## src/rtl/core/dcsc_pkg.sv

```systemverilog
package dcsc_pkg;

   localparam int NUM_COLORS  = 4;
   localparam int COLOR_IDX_W = 2;
   localparam int CODE_W      = 3;
   localparam int HIT_W       = 8;
   localparam int MISS_W      = 4;
   localparam int SEG_W       = 8;
   localparam int CSR_DATA_W  = 8;

   localparam logic [COLOR_IDX_W-1:0] GREEN_IDX = 2'd0;
   localparam logic [COLOR_IDX_W-1:0] BLUE_IDX  = 2'd3;

   localparam logic [HIT_W-1:0]  HIT_MAX  = 8'hFF;
   localparam logic [MISS_W-1:0] MISS_MAX = 4'hF;
   localparam logic [SEG_W-1:0]  SEG_MAX  = 8'hFF;

   localparam logic [7:0] HIT_THRESHOLD_RST      = 8'd6;
   localparam logic [7:0] BLUE_HIT_THRESHOLD_RST = 8'd5;
   localparam logic [3:0] MISS_LIMIT_RST         = 4'd3;
   localparam logic [7:0] TARGET_COUNT_RST       = 8'd7;

   // Sensor codes
   typedef enum logic [CODE_W-1:0] {
      CODE_NONE   = 3'd0,
      CODE_GREEN  = 3'd1,
      CODE_RED    = 3'd2,
      CODE_YELLOW = 3'd3,
      CODE_BLUE   = 3'd4
   } color_code_type;

   // Register indexes
   typedef enum logic [1:0] {
      CSR_HIT_THRESHOLD      = 2'd0,
      CSR_BLUE_HIT_THRESHOLD = 2'd1,
      CSR_MISS_LIMIT         = 2'd2,
      CSR_TARGET_COUNT       = 2'd3
   } csr_index_type;

   typedef struct packed {
      logic [7:0] hit_threshold;
      logic [7:0] blue_hit_threshold;
      logic [3:0] miss_limit;
      logic [7:0] target_count;
   } config_type;

   typedef struct packed {
      logic [NUM_COLORS-1:0][HIT_W-1:0]  hit_counts;
      logic [NUM_COLORS-1:0][MISS_W-1:0] miss_counts;
      logic [NUM_COLORS-1:0]             latched_flags;
      logic [SEG_W-1:0]                  green_segments;
   } color_state_type;

   typedef struct packed {
      logic [CODE_W-1:0] confirmed_color;
      logic [SEG_W-1:0]  segment_count;
      logic              done_res;
   } result_type;

endpackage

```

## src/rtl/core/dcsc_update.sv

```systemverilog
// Next-state and result logic for one sensor sample.
module dcsc_update
   import dcsc_pkg::*;
(
   input  logic [CODE_W-1:0] color_code,
   input  config_type        cfg,
   input  color_state_type   state_cur,
   output color_state_type   state_nxt,
   output result_type        result
);

   logic                   sel_valid;
   logic [COLOR_IDX_W-1:0] sel_idx;
   logic [7:0]             threshold;
   logic                   confirm;

   always_comb begin
      sel_valid = color_code inside {CODE_GREEN, CODE_RED, CODE_YELLOW, CODE_BLUE};
      sel_idx   = COLOR_IDX_W'(color_code - CODE_GREEN);
      threshold = (sel_idx == BLUE_IDX) ? cfg.blue_hit_threshold : cfg.hit_threshold;
      confirm   = sel_valid && (state_cur.hit_counts[sel_idx] >= threshold)
                  && !state_cur.latched_flags[sel_idx];
   end

   always_comb begin
      state_nxt = state_cur;

      // confirmation: latch the sampled color, drop all others
      if (confirm) begin
         for (int j = 0; j < NUM_COLORS; j++) begin
            if (COLOR_IDX_W'(j) != sel_idx) begin
               state_nxt.latched_flags[j] = 1'b0;
               state_nxt.hit_counts[j]    = '0;
            end
         end
         state_nxt.latched_flags[sel_idx] = 1'b1;
         state_nxt.miss_counts[sel_idx]   = '0;
         if (sel_idx == GREEN_IDX && state_cur.green_segments != SEG_MAX) begin
            state_nxt.green_segments = state_cur.green_segments + 1'b1;
         end
      end

      if (sel_valid && state_cur.hit_counts[sel_idx] != HIT_MAX) begin
         state_nxt.hit_counts[sel_idx] = state_cur.hit_counts[sel_idx] + 1'b1;
      end

      // miss bookkeeping for every color not sampled
      for (int j = 0; j < NUM_COLORS; j++) begin
         if (!(sel_valid && COLOR_IDX_W'(j) == sel_idx)) begin
            if (state_cur.miss_counts[j] >= cfg.miss_limit) begin
               state_nxt.hit_counts[j] = '0;
            end else if (state_cur.miss_counts[j] != MISS_MAX) begin
               state_nxt.miss_counts[j] = state_cur.miss_counts[j] + 1'b1;
            end
         end
      end
   end

   always_comb begin
      result.confirmed_color = '0;
      for (int j = NUM_COLORS - 1; j >= 0; j--) begin
         if (state_nxt.latched_flags[j]) begin
            result.confirmed_color = CODE_W'(j + 1);
         end
      end
      result.segment_count = state_nxt.green_segments;
      result.done_res      = (state_nxt.green_segments >= cfg.target_count);
   end

endmodule

```

## src/rtl/core/debounced_color_segment_counter_core.sv

```systemverilog
// A request is held in the input register, then in the result register, before the response
// is valid; the color state updates as a request leaves the input register.
// Throughput: one request per cycle while the response side is not stalled.
// A stalled response holds the result register; the input register keeps taking requests until full.
// Reset (synchronous, active high) clears all hit, miss, latch and segment state,
// empties both registers and loads the configuration registers with their defaults.
module debounced_color_segment_counter_core
   import dcsc_pkg::*;
(
   input  logic                  clock,
   input  logic                  reset,

   input  logic                  req_valid,
   output logic                  req_stall,
   input  logic [CODE_W-1:0]     req_color_code,

   output logic                  rsp_valid,
   input  logic                  rsp_stall,
   output logic [CODE_W-1:0]     rsp_confirmed_color,
   output logic [SEG_W-1:0]      rsp_segment_count,
   output logic                  rsp_done_res,

   input  logic                  csr_write_enable,
   input  logic [1:0]            csr_index,
   input  logic [CSR_DATA_W-1:0] csr_write_data
);

   // Configuration registers
   config_type cfg_ff, cfg_in;

   // Input register: one request waiting for the update logic
   logic              s1_valid_ff, s1_valid_in;
   logic [CODE_W-1:0] s1_code_ff;

   // Per-color debounce state
   color_state_type state_ff, state_nxt;

   // Result register
   logic       rsp_valid_ff, rsp_valid_in;
   result_type rsp_data_ff, result;

   logic rsp_free;
   logic s1_advance;
   logic req_accept;

   // The result register is free when empty or being drained this cycle.
   assign rsp_free   = !rsp_valid_ff || !rsp_stall;
   assign s1_advance = s1_valid_ff && rsp_free;
   // Hold the request side only while the input register is full and cannot move on.
   assign req_stall  = s1_valid_ff && !rsp_free;
   assign req_accept = req_valid && !req_stall;

   always_comb begin
      cfg_in = cfg_ff;
      if (csr_write_enable) begin
         case (csr_index)
            CSR_HIT_THRESHOLD:      cfg_in.hit_threshold      = csr_write_data;
            CSR_BLUE_HIT_THRESHOLD: cfg_in.blue_hit_threshold = csr_write_data;
            CSR_MISS_LIMIT:         cfg_in.miss_limit         = csr_write_data[3:0];
            CSR_TARGET_COUNT:       cfg_in.target_count       = csr_write_data;
            default:                cfg_in = cfg_ff;
         endcase
      end
   end

   always_comb begin
      // Input register fills on accept, drains when it moves into the result register.
      s1_valid_in  = req_accept || (s1_valid_ff && !s1_advance);
      // Result register loads on advance, drops once the response is taken.
      rsp_valid_in = s1_advance || (rsp_valid_ff && rsp_stall);
   end

   dcsc_update u_update (
      .color_code (s1_code_ff),
      .cfg        (cfg_ff),
      .state_cur  (state_ff),
      .state_nxt  (state_nxt),
      .result     (result)
   );

   always_ff @(posedge clock) begin
      if (reset) begin
         cfg_ff.hit_threshold      <= HIT_THRESHOLD_RST;
         cfg_ff.blue_hit_threshold <= BLUE_HIT_THRESHOLD_RST;
         cfg_ff.miss_limit         <= MISS_LIMIT_RST;
         cfg_ff.target_count       <= TARGET_COUNT_RST;
         s1_valid_ff               <= 1'b0;
         rsp_valid_ff              <= 1'b0;
         state_ff                  <= '0;
      end else begin
         cfg_ff       <= cfg_in;
         s1_valid_ff  <= s1_valid_in;
         rsp_valid_ff <= rsp_valid_in;
         // Advance the color state exactly once per request.
         if (s1_advance) begin
            state_ff <= state_nxt;
         end
      end
   end

   // Payload registers carry no reset.
   always_ff @(posedge clock) begin
      if (req_accept) begin
         s1_code_ff <= req_color_code;
      end
      if (s1_advance) begin
         rsp_data_ff <= result;
      end
   end

   assign rsp_valid           = rsp_valid_ff;
   assign rsp_confirmed_color = rsp_data_ff.confirmed_color;
   assign rsp_segment_count   = rsp_data_ff.segment_count;
   assign rsp_done_res        = rsp_data_ff.done_res;

`ifndef SYNTHESIS
   // At most one color may be latched at any time.
   a_single_latch: assert property (@(posedge clock) disable iff (reset)
      $onehot0(state_ff.latched_flags))
      else $error("more than one color latched");

   // Color state changes only when a request moves through the update logic.
   a_state_hold: assert property (@(posedge clock) disable iff (reset)
      !s1_advance |=> $stable(state_ff))
      else $error("color state changed without a request");

   // An advancing request always shows up as a response in the next cycle.
   a_advance_rsp: assert property (@(posedge clock) disable iff (reset)
      s1_advance |=> rsp_valid_ff)
      else $error("advanced request produced no response");

   // The segment count never goes backwards outside of reset.
   a_seg_monotonic: assert property (@(posedge clock) disable iff (reset)
      s1_advance |=> state_ff.green_segments >= $past(state_ff.green_segments))
      else $error("segment count decreased");
`endif

endmodule

```

## config.mk

```make
export PLATFORM = sky130hd
export DESIGN_NAME = debounced_color_segment_counter_core
export DESIGN_NICKNAME = d
export VERILOG_FILES = /design/src/rtl/core/dcsc_pkg.sv /design/src/rtl/core/dcsc_update.sv /design/src/rtl/core/debounced_color_segment_counter_core.sv
export SDC_FILE = /design/constraint.sdc
export NUM_CORES = 1
export LEC_CHECK = 0
export BUFFER_PORTS_ARGS = -buffer_cell sky130_fd_sc_hd__buf_4
export CAP_MARGIN = 20
export CORE_ASPECT_RATIO = 0.5
export CORE_MARGIN = 3
export CORE_UTILIZATION = 48
export DETAILED_ROUTE_END_ITERATION = 10
export PLACE_DENSITY = 0.77
export SLEW_MARGIN = 20
export SYNTH_ARGS = -nofsm -noshare
export SYNTH_HDL_FRONTEND = slang
export SYNTH_SLANG_ARGS = --single-unit
```

## constraint.sdc

```tcl
create_clock -name clock -period 4.3 [get_ports clock]
set_input_delay 0 -clock clock [delete_from_list [all_inputs] [get_ports clock]]
set_output_delay 0 -clock clock [all_outputs]
set_load 0.03 [all_outputs]
```

Yosys cells after proc, flatten, opt, wreduce, memory -nomap -nowiden
Cells that the tools add are included.
{"block": "op_classes", "add_sub_neg": 7, "n_lt_le_gt_ge": 8, "n_eq_ne": 20, "mux": 50, "bitwise_logic": 3, "reduce_logical": 32}
{"cell": "$mux 8", "n": 16}
{"cell": "$mux 60", "n": 1}
{"cell": "$mux 4", "n": 13}
{"cell": "$bwmux 32", "n": 1}
{"cell": "$mux 32", "n": 1}
{"cell": "$add 4x1->4 const B", "n": 4}
{"cell": "$add 8x1->8 const B", "n": 2}
{"cell": "$and 16x16->16", "n": 1}
{"cell": "$bmux 8 s2", "n": 1}
{"cell": "$demux 8 s2", "n": 1}
{"cell": "$ge 4x4->1", "n": 4}
{"cell": "$ge 8x8->1", "n": 2}
{"cell": "$ne 4x4->1 const B", "n": 4}
{"cell": "$ne 8x8->1 const B", "n": 2}
{"cell": "$not 16->16", "n": 1}
{"cell": "$logic_and 1x1->1", "n": 14}
{"cell": "$mux 1", "n": 10}
{"cell": "$demux 4 s2", "n": 1}
{"cell": "$reduce_and 2->1", "n": 4}
{"cell": "$eq 2x2->1 const B", "n": 3}
{"cell": "$eq 3x2->1 const B", "n": 2}
{"cell": "$logic_not 1->1", "n": 6}
{"cell": "$eq 2x2->1 const A", "n": 2}
{"cell": "$logic_not 2->1", "n": 2}
{"cell": "18 further kinds", "n": 22}
{"block": "word_totals", "reg_bits": 105, "in_bits": 18, "out_inout_bits": 14, "wordCells": 141}

Longest topological paths before layout
{"block": "depth", "ltp_word": 13, "depth_mapped": 20, "depth_no_buf": 17}

Cells and area by module
A second synthesis with hierarchy kept.
{"block": "unflattened", "hier_cells": 749, "area_unflattened_um2": 7144.4}
{"module": "debounced_color_segment_counter_core", "instances": 1, "cells_per_inst": 391, "area_each_um2": 4463.0, "seq_area_each_um2": 2252.2}
{"module": "dcsc_update", "instances": 1, "cells_per_inst": 358, "area_each_um2": 2681.3, "seq_area_each_um2": 0.0}

Worst setup path before layout
OpenSTA, ideal clock, no wires.
{"block": "synth_path", "path_type": "reg2reg", "startpoint": "register s1_code_ff[0]", "endpoint": "register rsp_data_ff, in the netlist rsp_done_res, data pin", "setup_time_ps": 262, "arrival_ps": 4269, "t_required_ps": 4038, "slack_ps": -231, "path_stages_with_launch": 20, "n_path_buf": 4, "period_less_slack_ps": 4531, "path_cell_list": "edfxtp_1 -> buf_6 -> inv_1 -> ha_1 -> clkbuf_1 -> buf_1 -> mux2_2 -> ha_1 -> nor3b_1 -> o21ai_0 -> a21o_1 -> nand4_2 -> buf_2 -> mux2_1 -> ha_1 -> a21o_1 -> a21o_1 -> a211o_1 -> a21oi_1 -> o21ai_0"}
{"item": "from (decl)", "line": "debounced_color_segment_counter_core.sv:33", "source": "logic [CODE_W-1:0] s1_code_ff;"}
{"item": "from (signal assigned)", "line": "debounced_color_segment_counter_core.sv:104", "source": "s1_code_ff <= req_color_code;"}
{"item": "to (signal assigned)", "line": "debounced_color_segment_counter_core.sv:107", "source": "rsp_data_ff <= result;"}
{"item": "to (decl)", "line": "debounced_color_segment_counter_core.sv:40", "source": "result_type rsp_data_ff, result;"}

==> metrics.csv <==
metric,value,unit
crit-path cells,inv_1 > ha_4 > mux4_2 > ha_1 > nand2_1 > nor3_2 > a21o_1 > nand4_2 > buf_4 > nor2_1 > xor2_1 > ha_1 > a21o_1 > a211o_1 > a21oi_1 > o21ai_0,
Most used DFF post-synth,dfxtp_1,
Detailed Routing Iterations Pass 1,7,
Clock Latency Late Sink,0.35,ns
CORE AREA,11300,um^2
GP Congestion,0.915,
Max-Cap Viols,0,
Critical Path RT,4.40,ns
CP max-delay cell,edfxtp_1,
Synth Register Bits,105,
post-synth top area share,0.316,
CP arrival,4.22,ns
Int Pwr,1.60,mW
critical path's largest stage delay,0.41,ns
slew margin rel.,0.484,
Die X,160,um
Post-route DRC,0,
syn avg cell area,9.56,um^2
outcome,"finished, final reports clean",
final setup fails,0,
hold path depth,4,
fin. max-slew vios,0,
"Seq/Total Area, Yosys",0.395,
area delta synth->final,15.1,%
pre-CTS setup slack,0.0393,ns
Critical Path Sink Type,flop,
Total Wirelength,14100,um
area occupied by multi-input gates,3220,um^2
fraction of layout instances using a drive strength above 1,0.140,
Hold Path Class,in -> reg,
Sw Pwr,0.559,mW
Fmax,243,MHz
leakage,2.57,nW
post-synthesis cell count,597,
# nets final,699,
Rows,27,
Via Count,4727,
list of most frequent post-synthesis cells,"dfxtp_1 (90), nand2_1 (55), ha_1 (44)",
Final Hold Vio Count,0,
antenna violations before repair,0,
fill count,980,
Worst Skew,0.00716,ns
critical path type,reg -> reg,
library cells used by synthesis,70,
clock slew at reported path FFs,0.07,ns
total power,2.15,mW
Synth area leaders,"dfxtp_1 (32%), ha_1 (9.6%), edfxtp_1 (7.9%)",
VDD IR max,164,uV
Iter 0 DRT Violations,486,
diode count,0,
total gr overflow,0,
CTS tree,yes,
dpl hpwl,9630,um
most frequent cell after synthesis,dfxtp_1,
# IOs,32,
Worst-Margin Slew,0.775,ns
Seq pwr share,0.487,
Tot GR Track Use,0.213,
number of synthesized flops with an enable pin,15,
area of the die,13300,um^2
# H-tree levels,3,
first-pass GRT wire length,23000,um
share of synthesized flip-flops with an asynchronous set or reset,0,
R2R depth,16,
WL/cell,17.6,um
Post-DRT Antenna Nets,0,
vias in the first global route,4472,
Comb power frac,0.127,
initial core utilization,0.506,
Vias/cell,5.90,
worst-path fanout max,13,
syn nets,659,
Pwr per Cell Area,328,nW/um^2
"area leader, netlist",dfxtp_1,
Sw Ratio,0.259,
largest net degree at the start of global routing,63,
worst setup margin,0.177,ns
Worst setup SP type,flop,
sequential cell area,2250,um^2
deepest clock path buffer count,2,
Root Driver,clkbuf_16,
fin crit period,4.12,ns
Port Buf Inserts,31,
Die Y,83.1,um
Clk pwr share,0.386,
hold_ws,0.136,ns
YS warnings,0,
period utilization,0.959,
CTS Buf Count,9,
Clock Sinks,105,
synthesized area,5710,um^2
==> registers in the layout, indices dropped and copies added, names as in the netlist <==
name                 flops
state_ff                60
cfg_ff                  28
rsp_segment_count        8
rsp_confirmed_color      3
s1_code_ff               3
rsp_done_res             1
rsp_valid                1
s1_valid_ff              1
==> worst paths after layout <==
kind	from	endpoint	slack [ns]
hold / removal	csr_index[1]	cfg_ff[0]$_SDFFE_PP1P_	0.14
hold reg to reg	cfg_ff[7]$_SDFFE_PP0P_	cfg_ff[7]$_SDFFE_PP0P_	0.46
setup reg to reg	s1_code_ff[1]$_DFFE_PP_	rsp_done_res$_DFFE_PP_	0.18
setup / recovery	s1_code_ff[1]$_DFFE_PP_	rsp_done_res$_DFFE_PP_	0.18
==> area by class of cell <==
| cell class | count | share of cell area |
|---|---|---|
| Timing Repair Buffer | 56 | 0.0690 |
| Multi-Input combinational cell | 426 | 0.490 |
| Clock buffer | 13 | 0.0429 |
| Clock inverter | 3 | 0.00324 |
| Sequential cell | 105 | 0.343 |
| Tap cell | 159 | 0.0303 |
| Inverter | 39 | 0.0223 |
==> stage by stage <==
step	utilization	setup TNS, ns	cell area, um^2	cells
floorplan	-	0	5710	597
global placement	0.540	0	6100	770
detailed placement	0.540	0	6100	770
CTS	0.579	0	6530	799
global route	0.582	-0.00809	6570	801
finish	0.582	0	6570	801
==> per-layer routing <==
layer	global-route usage	vias up	part of all wire
li1	-	2284	-
met1	0.294	2266	0.47
met2	0.343	165	0.46
met3	0.0433	12	0.062
met4	0.0520	0	0.010
met5	0	-	0
==> power groups by stage <==
stage                     clock network, mW  logic [mW]  registers (mW)
final                                 0.831       0.274            1.05
after global routing                  0.876       0.302            1.05
after CTS                             0.841       0.266            1.05
after detailed placement                  0       0.253            1.07
after global placement                    0       0.246            1.07
after floorplan                           0       0.168            1.08
==> kinds of logic (layout without fill, tap and decap cells) <==
group	after synthesis	count (layout)	share of synthesized area
buffers and inverters	66	111	0.0465
adder cells (fa/ha/maj)	44	44	0.0964
XOR/XNOR	10	10	0.0153
AND/OR/NAND/NOR	187	187	0.163
flip-flops	105	105	0.395
multiplexers	42	42	0.0938
AO/OA/AOI/OAI	143	143	0.191
==> worst max-delay path, delay by kind of cell (launching register included) <==
| kind | cells | cell delay [ns] |
|---|---|---|
| AO/OA/AOI/OAI | 5 | 0.87 |
| XOR/XNOR | 1 | 0.25 |
| adder cells (fa/ha/maj) | 3 | 0.97 |
| buffers and inverters | 2 | 0.37 |
| flip-flops | 1 | 0.41 |
| multiplexers | 1 | 0.36 |
| AND/OR/NAND/NOR | 4 | 0.62 |
==> cells in the final DEF (no fill, tap or decap), types with 15 or more instances in the layout <==
cell type  count
dfxtp_1       90
nand2_1       55
ha_1          43
buf_4         43
inv_1         38
nor2_1        35
nand3_1       34
a21oi_1       34
mux2i_1       31
o2bb2ai_1     20
o21ai_0       15
edfxtp_1      15
==> timing repair <==
action,4_1_cts,5_1_grt
setup endpoints to repair,1,1
hold buffers,13,0
buffers inserted,0,2
resized for setup,1,4
pin swaps,0,2
endpoints found under the hold margin,33,0
Power figures use the tool's default switching activity.
